==> config.mk <==
export PLATFORM = sky130hd
export DESIGN_NAME = mesh_relay_filter_with_pairing
export DESIGN_NICKNAME = d
export VERILOG_FILES = /design/src/rtl/mrf_pkg.sv /design/src/rtl/mrf_seen_cell.sv /design/src/rtl/mrf_out_buf.sv /design/src/rtl/mesh_relay_filter_with_pairing.sv
export SDC_FILE = /design/constraint.sdc
export NUM_CORES = 1
export LEC_CHECK = 0
export BUFFER_PORTS_ARGS = -buffer_cell sky130_fd_sc_hd__buf_4
export CAP_MARGIN = 20
export CORE_UTILIZATION = 61
export CTS_BUF_LIST = sky130_fd_sc_hd__clkbuf_4 sky130_fd_sc_hd__clkbuf_8 sky130_fd_sc_hd__clkbuf_16
export CTS_CLUSTER_SIZE = 40
export DETAILED_ROUTE_END_ITERATION = 10
export PLACE_DENSITY = 0.85
export REMOVE_ABC_BUFFERS = 1
export SYNTH_ARGS = -nofsm -noshare
export SYNTH_HDL_FRONTEND = slang
export SYNTH_SLANG_ARGS = --single-unit
==> constraint.sdc <==
create_clock -name clk -period 6.6 [get_ports clk]
set_clock_uncertainty 0.15 [all_clocks]
set_input_delay 0.66 -clock clk [delete_from_list [all_inputs] [get_ports clk]]
set_output_delay 0.66 -clock clk [all_outputs]
set_load 0.05 [all_outputs]
==> src/rtl/mrf_pkg.sv <==
// shared types and constants for the mesh relay filter with pairing
package mrf_pkg;

  localparam int SEEN_ENTRIES_DEF = 16;

  localparam int CFG_IDX_W = 2;
  localparam int CFG_DATA_W = 8;
  localparam logic [CFG_IDX_W-1:0] CFG_HEADER_MARKER = 2'd0;
  localparam logic [CFG_IDX_W-1:0] CFG_TIME_TO_LIVE  = 2'd1;
  localparam logic [CFG_IDX_W-1:0] CFG_MIN_FRAME     = 2'd2;

  localparam logic [7:0] HEADER_MARKER_RST = 8'd0;
  localparam logic [7:0] TIME_TO_LIVE_RST  = 8'd8;
  localparam logic [7:0] MIN_FRAME_RST     = 8'd6;

  localparam logic [1:0] REQ_FRAME = 2'd0;
  localparam logic [1:0] REQ_PAIR  = 2'd1;
  localparam logic [1:0] REQ_LOAD  = 2'd2;

  localparam logic [1:0] KIND_DATA = 2'b01;
  localparam logic [1:0] KIND_PAIR = 2'b10;

  localparam logic [15:0] NONCE_DISCONNECT = 16'hffff;

  localparam logic [2:0] ACT_DROP  = 3'd0;
  localparam logic [2:0] ACT_RELAY = 3'd1;
  localparam logic [2:0] ACT_ACK   = 3'd2;
  localparam logic [2:0] ACT_PAIR  = 3'd3;
  localparam logic [2:0] ACT_NONE  = 3'd4;

  localparam logic [3:0] RSN_NONE    = 4'd0;
  localparam logic [3:0] RSN_SHORT   = 4'd1;
  localparam logic [3:0] RSN_HEADER  = 4'd2;
  localparam logic [3:0] RSN_KIND    = 4'd3;
  localparam logic [3:0] RSN_NETWORK = 4'd4;
  localparam logic [3:0] RSN_HOPS    = 4'd5;
  localparam logic [3:0] RSN_OWN     = 4'd6;
  localparam logic [3:0] RSN_DUP     = 4'd7;
  localparam logic [3:0] RSN_FOREIGN = 4'd8;

  typedef struct packed {
    logic [7:0] pkt_id;
    logic [7:0] origin;
  } seen_key_t;

  typedef struct packed {
    logic [2:0]  action;
    logic [3:0]  drop_reason;
    logic [7:0]  network;
    logic [7:0]  origin;
    logic [7:0]  pkt_id;
    logic [7:0]  hops;
    logic [15:0] nonce;
    logic        reporting;
  } result_t;

endpackage

==> src/rtl/mrf_seen_cell.sv <==
// one cell of the duplicate cache: holds a key, compares, shifts to its neighbor
module mrf_seen_cell
  import mrf_pkg::*;
(
  input  logic      clk,
  input  logic      rst_n,
  input  logic      shift_en,
  input  seen_key_t key_in,
  input  seen_key_t prev_key,
  output seen_key_t key_out,
  output logic      hit
);

  seen_key_t key_r;

  always_ff @(posedge clk) begin
    if (!rst_n) begin
      key_r <= '0;
    end else if (shift_en) begin
      key_r <= prev_key;
    end
  end

  assign key_out = key_r;
  assign hit     = (key_r == key_in);

endmodule

==> src/rtl/mrf_out_buf.sv <==
// output register with skid stage for result words
module mrf_out_buf
  import mrf_pkg::*;
(
  input  logic    clk,
  input  logic    rst_n,
  input  logic    push,
  input  result_t push_word,
  output logic    full,
  output logic    out_valid,
  input  logic    out_stall,
  output result_t out_word
);

  logic    main_valid_r;
  logic    skid_valid_r;
  result_t main_r;
  result_t skid_r;
  logic    take;

  assign take = main_valid_r && !out_stall;

  always_ff @(posedge clk) begin
    if (!rst_n) begin
      main_valid_r <= 1'b0;
      skid_valid_r <= 1'b0;
    end else if (skid_valid_r) begin
      if (take) begin
        skid_valid_r <= 1'b0;
      end
    end else if (push) begin
      if (!main_valid_r || take) begin
        main_valid_r <= 1'b1;
      end else begin
        skid_valid_r <= 1'b1;
      end
    end else if (take) begin
      main_valid_r <= 1'b0;
    end
  end

  always_ff @(posedge clk) begin
    if (skid_valid_r) begin
      if (take) begin
        main_r <= skid_r;
      end
    end else if (push) begin
      if (!main_valid_r || take) begin
        main_r <= push_word;
      end else begin
        skid_r <= push_word;
      end
    end
  end

  assign full      = skid_valid_r;
  assign out_valid = main_valid_r;
  assign out_word  = main_r;

endmodule

==> src/rtl/mesh_relay_filter_with_pairing.sv <==
// top level of the mesh relay filter with pairing
//
// usage: one header word enters on the in_ channel (in_valid / in_stall) and
// exactly one result word leaves on the out_ channel (out_valid / out_stall).
// registers are written through cfg_wr_en, cfg_index and cfg_wdata while idle.
// the result word is registered in the output buffer. throughput: one word
// per cycle while in_stall is low; the decision, the duplicate lookup in the
// row of cache cells and the state update all settle in the accepting cycle.
// the duplicate cache is a row of SEEN_ENTRIES cells that shift toward the
// end when a new key is inserted, so the oldest key falls out first.
// reset (rst_n low, synchronous) clears identity, pending nonce, reporting,
// all cache cells and the output buffer, and loads register defaults.
// when out_stall is held, one more word is taken into a skid stage; after
// that in_stall rises until the receiver drains the buffer.
module mesh_relay_filter_with_pairing
  import mrf_pkg::*;
#(
  parameter int SEEN_ENTRIES = SEEN_ENTRIES_DEF
) (
  input  logic                  clk,
  input  logic                  rst_n,
  input  logic                  cfg_wr_en,
  input  logic [CFG_IDX_W-1:0]  cfg_index,
  input  logic [CFG_DATA_W-1:0] cfg_wdata,
  input  logic                  in_valid,
  output logic                  in_stall,
  input  logic [1:0]            in_req_type,
  input  logic [8:0]            in_frame_length,
  input  logic [7:0]            in_header_byte,
  input  logic [1:0]            in_packet_kind,
  input  logic [7:0]            in_frame_network,
  input  logic [7:0]            in_hops_left,
  input  logic [7:0]            in_origin_node,
  input  logic [7:0]            in_frame_pkt_id,
  input  logic [15:0]           in_frame_nonce,
  input  logic [15:0]           in_fresh_nonce,
  output logic                  out_valid,
  input  logic                  out_stall,
  output logic [2:0]            out_action,
  output logic [3:0]            out_drop_reason,
  output logic [7:0]            out_network,
  output logic [7:0]            out_origin,
  output logic [7:0]            out_pkt_id,
  output logic [7:0]            out_hops,
  output logic [15:0]           out_nonce,
  output logic                  out_reporting_enabled
);

  logic [7:0]  header_marker_r;
  logic [7:0]  time_to_live_r;
  logic [7:0]  min_frame_r;

  logic [7:0]  my_node_r,  my_node_nxt;
  logic [7:0]  my_net_r,   my_net_nxt;
  logic [15:0] pend_r,     pend_nxt;
  logic        report_r,   report_nxt;

  logic        in_acc;
  logic        buf_full;
  logic        insert;
  logic        seen_hit;
  seen_key_t   key;
  seen_key_t   cell_key [SEEN_ENTRIES];
  logic [SEEN_ENTRIES-1:0] cell_hit;
  result_t     res;
  result_t     out_word;
  logic        hops_low;

  assign in_stall = buf_full;
  assign in_acc   = in_valid && !buf_full;

  // configuration registers
  always_ff @(posedge clk) begin
    if (!rst_n) begin
      header_marker_r <= HEADER_MARKER_RST;
      time_to_live_r  <= TIME_TO_LIVE_RST;
      min_frame_r     <= MIN_FRAME_RST;
    end else if (cfg_wr_en) begin
      case (cfg_index)
        CFG_HEADER_MARKER: header_marker_r <= cfg_wdata;
        CFG_TIME_TO_LIVE:  time_to_live_r  <= cfg_wdata;
        CFG_MIN_FRAME:     min_frame_r     <= cfg_wdata;
        default: ;
      endcase
    end
  end

  // duplicate cache row
  assign key.pkt_id = in_frame_pkt_id;
  assign key.origin = in_origin_node;

  for (genvar i = 0; i < SEEN_ENTRIES; i++) begin : g_cell
    seen_key_t prev;
    if (i == 0) begin : g_head
      assign prev = key;
    end else begin : g_body
      assign prev = cell_key[i-1];
    end
    mrf_seen_cell u_cell (
      .clk      (clk),
      .rst_n    (rst_n),
      .shift_en (insert),
      .key_in   (key),
      .prev_key (prev),
      .key_out  (cell_key[i]),
      .hit      (cell_hit[i])
    );
  end

  assign seen_hit = |cell_hit;
  assign hops_low = (in_hops_left[7:1] == 7'd0);

  // decision
  always_comb begin
    my_node_nxt = my_node_r;
    my_net_nxt  = my_net_r;
    pend_nxt    = pend_r;
    report_nxt  = report_r;
    insert      = 1'b0;
    res         = '0;
    res.action  = ACT_NONE;
    case (in_req_type)
      REQ_PAIR: begin
        pend_nxt      = in_fresh_nonce;
        res.action    = ACT_PAIR;
        res.hops      = time_to_live_r;
        res.nonce     = in_fresh_nonce;
      end
      REQ_LOAD: begin
        my_net_nxt  = in_frame_network;
        my_node_nxt = in_origin_node;
        if (in_origin_node != 8'd0 && in_frame_network != 8'd0) begin
          report_nxt = 1'b1;
        end else begin
          pend_nxt   = in_fresh_nonce;
          res.action = ACT_PAIR;
          res.hops   = time_to_live_r;
          res.nonce  = in_fresh_nonce;
        end
      end
      REQ_FRAME: begin
        res.action = ACT_DROP;
        if (in_frame_length <= {1'b0, min_frame_r}) begin
          res.drop_reason = RSN_SHORT;
        end else if (in_header_byte != header_marker_r) begin
          res.drop_reason = RSN_HEADER;
        end else if (in_packet_kind == KIND_DATA) begin
          if (in_frame_network != my_net_r) begin
            res.drop_reason = RSN_NETWORK;
          end else if (hops_low) begin
            res.drop_reason = RSN_HOPS;
          end else if (in_origin_node == my_node_r) begin
            res.drop_reason = RSN_OWN;
          end else if (seen_hit) begin
            res.drop_reason = RSN_DUP;
          end else begin
            insert      = in_acc;
            res.action  = ACT_RELAY;
            res.network = in_frame_network;
            res.origin  = in_origin_node;
            res.pkt_id  = in_frame_pkt_id;
            res.hops    = in_hops_left - 8'd1;
          end
        end else if (in_packet_kind == KIND_PAIR) begin
          if (pend_r != 16'd0 && in_frame_network != 8'd0 &&
              in_frame_nonce == pend_r) begin
            my_node_nxt = in_frame_pkt_id;
            my_net_nxt  = in_frame_network;
            pend_nxt    = 16'd0;
            report_nxt  = 1'b1;
            res.action  = ACT_ACK;
            res.network = in_frame_network;
            res.origin  = in_frame_pkt_id;
            res.hops    = in_hops_left;
          end else if (my_net_r != 8'd0 && in_frame_network != 8'd0 &&
                       my_net_r != in_frame_network) begin
            res.drop_reason = RSN_FOREIGN;
          end else if (in_origin_node == my_node_r &&
                       in_frame_nonce == NONCE_DISCONNECT) begin
            report_nxt  = 1'b0;
            my_node_nxt = 8'd0;
            my_net_nxt  = 8'd0;
            pend_nxt    = in_fresh_nonce;
            res.action  = ACT_PAIR;
            res.hops    = time_to_live_r;
            res.nonce   = in_fresh_nonce;
          end else if (hops_low) begin
            res.drop_reason = RSN_HOPS;
          end else begin
            res.action  = ACT_RELAY;
            res.network = in_frame_network;
            res.origin  = in_origin_node;
            res.pkt_id  = in_frame_pkt_id;
            res.hops    = in_hops_left - 8'd1;
            res.nonce   = in_frame_nonce;
          end
        end else begin
          res.drop_reason = RSN_KIND;
        end
      end
      default: ;
    endcase
    res.reporting = report_nxt;
  end

  // node state
  always_ff @(posedge clk) begin
    if (!rst_n) begin
      my_node_r <= 8'd0;
      my_net_r  <= 8'd0;
      pend_r    <= 16'd0;
      report_r  <= 1'b0;
    end else if (in_acc) begin
      my_node_r <= my_node_nxt;
      my_net_r  <= my_net_nxt;
      pend_r    <= pend_nxt;
      report_r  <= report_nxt;
    end
  end

  mrf_out_buf u_out_buf (
    .clk       (clk),
    .rst_n     (rst_n),
    .push      (in_acc),
    .push_word (res),
    .full      (buf_full),
    .out_valid (out_valid),
    .out_stall (out_stall),
    .out_word  (out_word)
  );

  assign out_action            = out_word.action;
  assign out_drop_reason       = out_word.drop_reason;
  assign out_network           = out_word.network;
  assign out_origin            = out_word.origin;
  assign out_pkt_id            = out_word.pkt_id;
  assign out_hops              = out_word.hops;
  assign out_nonce             = out_word.nonce;
  assign out_reporting_enabled = out_word.reporting;

endmodule
---- Word-level counts from Yosys, hierarchy flattened ----
Cells that the tools add are included.
word-level totals
  flip-flop bits (word level) ............. 427
  input bits .............................. 100
  output and inout bits ................... 58
  word-level logic and storage cells ...... 246
operators by class
  add/sub/neg operators ................... 1
  order comparisons ....................... 1
  equal/unequal tests ..................... 37
  multiplexer cells ....................... 115
  bitwise operators ....................... 2
  reduce and logical (&&, ||, !) cells .... 33
operators by type and width
  cell                  number
  $mux 48               19
  $eq 16x16->1          17
  $mux 28               8
  $mux 56               4
  $mux 16               11
  $mux 32               4
  $mux 8                14
  $pmux 24 s3           1
  $mux 24               2
  $pmux 16 s3           1
  $mux 39               1
  $pmux 8 s2            2
  $mux 1                27
  $mux 27               1
  $mux 3                9
  $ne 8x8->1            3
  $reduce_bool 8->1     3
  $mux 4                5
  $eq 16x16->1 const B  1
  $reduce_bool 16->1    1
  $reduce_or 16->1      1
  $ne 2x2->1 const B    6
  $le 9x8->1            1
  $pmux 3 s3            1
  20 further kinds      46

---- Logic depth before layout (Yosys ltp) ----
  depth in word-level cells ............... 34
  mapped depth ............................ 12
  mapped depth without buffers ............ 10

---- By module ----
A second synthesis with hierarchy kept.
unflattened totals
  cells, all modules ...................... 1,877
  area total of the unflattened synthesis .. 21,187.8 µm²
modules (own cells, without submodules)
  module                          times used  cells an instance  area an instance (µm²)  sequential area each (µm²)
  mrf_seen_cell                   16          72                 788.3                   320.3
  mrf_out_buf                     1           188                4,441.8                 3,403.3
  mesh_relay_filter_with_pairing  1           537                4,134.0                 1,141.1

---- Worst setup path before layout ----
Ideal clock, no wire load.
  path type ............................... reg2reg
  from .................................... register u_out_buf.skid_valid_r, in the netlist u_out_buf.full
  to ...................................... register u_out_buf.main_r (netlist bit u_out_buf.out_word[0]) (enable)
  setup time .............................. 555 ps
  arrival ................................. 5,192 ps
  required time ........................... 5,895 ps
  slack ................................... 703 ps
  cell stages (with the launch flop) ...... 4
  buffers on the path ..................... 1
  period minus slack after synthesis ...... 5,897 ps
  path through ............................ dfxtp_1 -> clkbuf_1 -> nand2_1 -> a21boi_0
on the way
  word-level cells in the longest chain between the ends .. 4
  elaborated cells on any way between the ends .. 6
  those cells by class .................... 1 x eq/ne; 5 x reduce/logical
ends and longest elaborated chain
  item                            RTL line                              RTL
  start, declared                 mrf_out_buf.sv:16                     logic skid_valid_r;
  start signal, assigned          mrf_out_buf.sv:26                     skid_valid_r <= 1'b0;
  start signal, assigned          mrf_out_buf.sv:29                     skid_valid_r <= 1'b0;
  start signal, assigned          mrf_out_buf.sv:35                     skid_valid_r <= 1'b1;
  $logic_not 1->1                 mesh_relay_filter_with_pairing.sv:70  assign in_acc = in_valid && !buf_full;
  $logic_and 1x1->1               mesh_relay_filter_with_pairing.sv:70
  $reduce_bool 2->1 (no line)     n/a
  $reduce_and 3->1 (no line) (*)  n/a
  end signal, assigned            mrf_out_buf.sv:45                     main_r <= skid_r;
  end signal, assigned            mrf_out_buf.sv:49                     main_r <= push_word;
  end, declared                   mrf_out_buf.sv:17                     result_t main_r;
Mark *: on every way between the ends. The rest lies on a longest branch, timed or not.
A chain may end at the register's enable or synchronous reset.

---- Worst setup path in the final report ----
  from .................................... input in_origin_node[1]
  to ...................................... register g_cell[15].u_cell.key_r (netlist bit g_cell[15].u_cell.key_out[8])
on the way
  word-level cells in the longest chain between the ends .. 10
  elaborated cells on any way between the ends .. 26
  those cells by class .................... 17 x eq/ne; 8 x mux; 1 x reduce/logical
ends and longest elaborated chain
  item                  RTL line                               RTL
  start, declared       mesh_relay_filter_with_pairing.sv:33   input logic [7:0] in_origin_node,
  $eq 16x16->1          mrf_seen_cell.sv:25                    assign hit = (key_r == key_in);
  $reduce_or 16->1      mesh_relay_filter_with_pairing.sv:110  assign seen_hit = |cell_hit;
  $mux 1                mesh_relay_filter_with_pairing.sv:154  end else if (seen_hit) begin
  $mux 1 (*)            mesh_relay_filter_with_pairing.sv:152  end else if (in_origin_node == my_node_r) begin
  $mux 1 (*)            mesh_relay_filter_with_pairing.sv:150  end else if (hops_low) begin
  $mux 1 (*)            mesh_relay_filter_with_pairing.sv:148  if (in_frame_network != my_net_r) begin
  $mux 1 (*)            mesh_relay_filter_with_pairing.sv:147  end else if (in_packet_kind == KIND_DATA) begin
  $mux 1 (*)            mesh_relay_filter_with_pairing.sv:145  end else if (in_header_byte != header_marker_r) begin
  $mux 1 (*)            mesh_relay_filter_with_pairing.sv:143  if (in_frame_length <= {1'b0, min_frame_r}) begin
  $mux 1 (*)            mesh_relay_filter_with_pairing.sv:122  case (in_req_type)
  end signal, assigned  mrf_seen_cell.sv:20                    key_r <= prev_key;
  end, declared         mrf_seen_cell.sv:14                    seen_key_t key_r;
Marked as above.

==> impl_metrics.json <==
{
  "fp.dieW_um": 189.1,
  "cp-start-kind": "input pin",
  "dp_hpwl_um": 33980,
  "cp_max_fo": 52,
  "final_util": 0.6933,
  "synth-async-reset-ratio": 0,
  "syn_avg_cell_area_um2": 10.74,
  "numCtsBuffers": 44,
  "gp_routability_congestion": 0.9409,
  "clkTransAtPathRegs_ns": 0.06,
  "grt_pass1_wl_um": 80000,
  "intPower_uw": 4419,
  "hold_buffers": 0,
  "cts_tree": "built",
  "pin_count": 158,
  "yosys.area.top_type": "dfxtp_1",
  "area_growth_pct": 11.84,
  "num_antenna_cells": 0,
  "grt_max_degree": 282,
  "clkSinkCount": 427,
  "p_per_area_nw_per_um2": 243.6,
  "min_from": "cfg_wdata[2]",
  "vias": 15046,
  "r2r-start": "g_cell[0].u_cell.key_out[1]",
  "postSynthCellCount": 1989,
  "final_max_slew_viol_count": 0,
  "cp-end-kind": "flop",
  "hold_depth": 3,
  "fin_area_um2": 23890,
  "ys_seq_area_frac": 0.4526,
  "dr.first_iter.drc_count": 1204,
  "hold_end": "min_frame_r[2]",
  "layout_commonest_cell": "dfxtp_1",
  "reg2regPathDepth": 9,
  "wl_per_cell_um": 20.10,
  "worstSetupPathType": "input pin to flop",
  "core_um2": 34460,
  "critPathRequiredTime_ns": 6.89,
  "antenna_found_initial": 0,
  "worstPathArrival_ns": 4.43,
  "synth_cell_types": 68,
  "synth_area_um2": 21360,
  "fmax_mhz": 241.2,
  "clockBufferDepth": 3,
  "drtAntennaViolNets": 0,
  "grt_use_total": 0.2809,
  "sw_frac_of_total": 0.2407,
  "tightest_slew_ns": 1.076,
  "maxSlewHeadroom": 0.2817,
  "yosysWarnings": 0,
  "power_frac_seq": 0.474,
  "first_pass_iters": 7,
  "vias_per_cell": 5.896,
  "wl_um": 51280,
  "synthTopCellsByArea": "dfxtp_1, edfxtp_1, mux2i_1, xnor2_1, nor2b_1",
  "grt_pass1_vias": 14622,
  "synth.top_cell.area_share": 0.2952,
  "rsz0062_at_grt": "false",
  "power_leakage_uw": 0.007839,
  "place_area_um2": 22430,
  "drc": 0,
  "post_cts_resized": 0,
  "ff2ff_setup_slack_ns": 2.64,
  "post_cts_buffers": 0,
  "layout.cells.most_common_list": "dfxtp_1, nor2b_1, mux2i_1",
  "cts_root_buf": "clkbuf_16",
  "fin_crit_ns": 4.145,
  "synth-seq-cells": 427,
  "drive_gt1_frac": 0.1378,
  "die-area_um2": 35770,
  "worstSkewPairLatency_ns": 0.55,
  "hp-class": "input pin to flop",
  "p_switching_uw": 1400,
  "synth_edf_count": 112,
  "portBuffers": 157,
  "drv_cap": 0,
  "status": "finished clean",
  "nets": 2172,
  "r2r_end": "g_cell[15].u_cell.key_out[8]",
  "rows": 68,
  "setup_viol": 0,
  "post-route-period-util": 0.6281,
  "pwr-share-clk": 0.424,
  "overflow": 0,
  "start_util": 0.6199,
  "cts_max_level": 2,
  "comb_power_share": 0.101,
  "finalHoldViolations": 0,
  "ys.flop_type": "dfxtp_1",
  "die_y_um": 189.1,
  "ir_worst_vdd_mv": 0.2271
}
## area by class of cell
cell class | instances | area [um2]
multi-input cells | 1404 | 10820
fillers | 2470 | 10570
flip-flops and latches | 427 | 9669
repair buffers | 171 | 1329
clock buffers | 62 | 1309
well taps | 455 | 569.3
clock inverters | 18 | 142.6
inverters | 15 | 56.30
## kinds of logic (layout without fill, tap and decap cells)
family                     count (synthesis)  in the layout  share of synthesized area
AOI/OAI and AO/OA                        183            183                    0.06630
xor gates and xnor gates                 298            298                     0.1222
adders and majority gates                  9              9                   0.005272
buffers and inverters                    158            266                    0.04194
DFF                                      427            427                     0.4526
muxes                                    301            301                     0.1423
and+or+nand+nor                          613            613                     0.1693
## power groups by stage
stage / combinational (uW) / clock [uW] / sequential [uW]
global placement: 574 / 0 / 2810
CTS: 588 / 2490 / 2760
global route: 624 / 2610 / 2760
detailed placement: 582 / 0 / 2820
floorplan: 237 / 0 / 2910
finish: 591 / 2470 / 2760
## cell usage after synthesis (15+ instances only)
cell type,count
dfxtp_1,315
nor2b_1,282
mux2i_1,279
xnor2_1,265
edfxtp_1,112
nand4_1,78
nand2_1,76
a22o_1,57
clkbuf_1,57
nand3_1,45
nor4_1,42
buf_2,41
xor2_1,33
o21ai_0,27
nor2_1,26
buf_6,23
mux2_2,22
buf_4,21
a21oi_1,18
and2_1,17
inv_1,15
## stage by stage
stage | instances | power, uW | worst slack (ns) | hold slack [ns] | TNS, ns
after floorplan | 1846 | 3151 | -7.708 | 0.3052 | -1992.49
after global placement | 2471 | 3386 | 2.075 | 0.3159 | 0
after detailed placement | 2471 | 3397 | 1.982 | 0.3229 | 0
after CTS | 2551 | 5841 | 2.525 | 0.2099 | 0
after global routing | 2552 | 5997 | 2.249 | 0.2284 | 0
final | 2552 | 5819 | 2.455 | 0.2279 | 0
## flip-flops by register name, summed over array words and instances (netlist names)
signal                 flops
g_cell.u_cell.key_out    256
header_marker_r            8
min_frame_r                8
my_net_r                   8
my_node_r                  8
pend_r                    16
report_r                   1
time_to_live_r             8
u_out_buf.full             1
u_out_buf.out_valid        1
u_out_buf.out_word        56
u_out_buf.skid_r          56
## critical path, stage by stage
cell and delay [ns]:
buf_4 0.38, xnor2_1 0.14, nand4_1 0.17, nor4_1 0.11
nor4_1 0.41, nand4_1 0.59, nor4_4 0.72, buf_4 0.79
mux2i_1 0.30, nor2b_1 0.07
## routing by layer
layer | global-route usage | vias to the layer above | share of wire
met4 | 0.08592 | 0 | 0.025
met1 | 0.3627 | 7316 | 0.43
met3 | 0.04059 | 85 | 0.057
met2 | 0.4853 | 512 | 0.49
met5 | 0 | - | 0
li1 | - | 7133 | -
## how the worst max path moves through the flow
stage	start	slack, ns	endpoint	cells after the start
after floorplan	u_out_buf.full	-7.71	g_cell[0].u_cell.key_out[0]	5
after global placement	in_origin_node[1]	2.07	g_cell[13].u_cell.key_out[12]	10
after detailed placement	in_origin_node[7]	1.98	g_cell[15].u_cell.key_out[8]	10
after CTS	in_origin_node[1]	2.52	g_cell[15].u_cell.key_out[8]	10
after global routing	in_frame_pkt_id[3]	2.25	g_cell[15].u_cell.key_out[8]	10
final	in_origin_node[1]	2.45	g_cell[15].u_cell.key_out[8]	10
No activity file was read; power rests on OpenSTA's default activity.
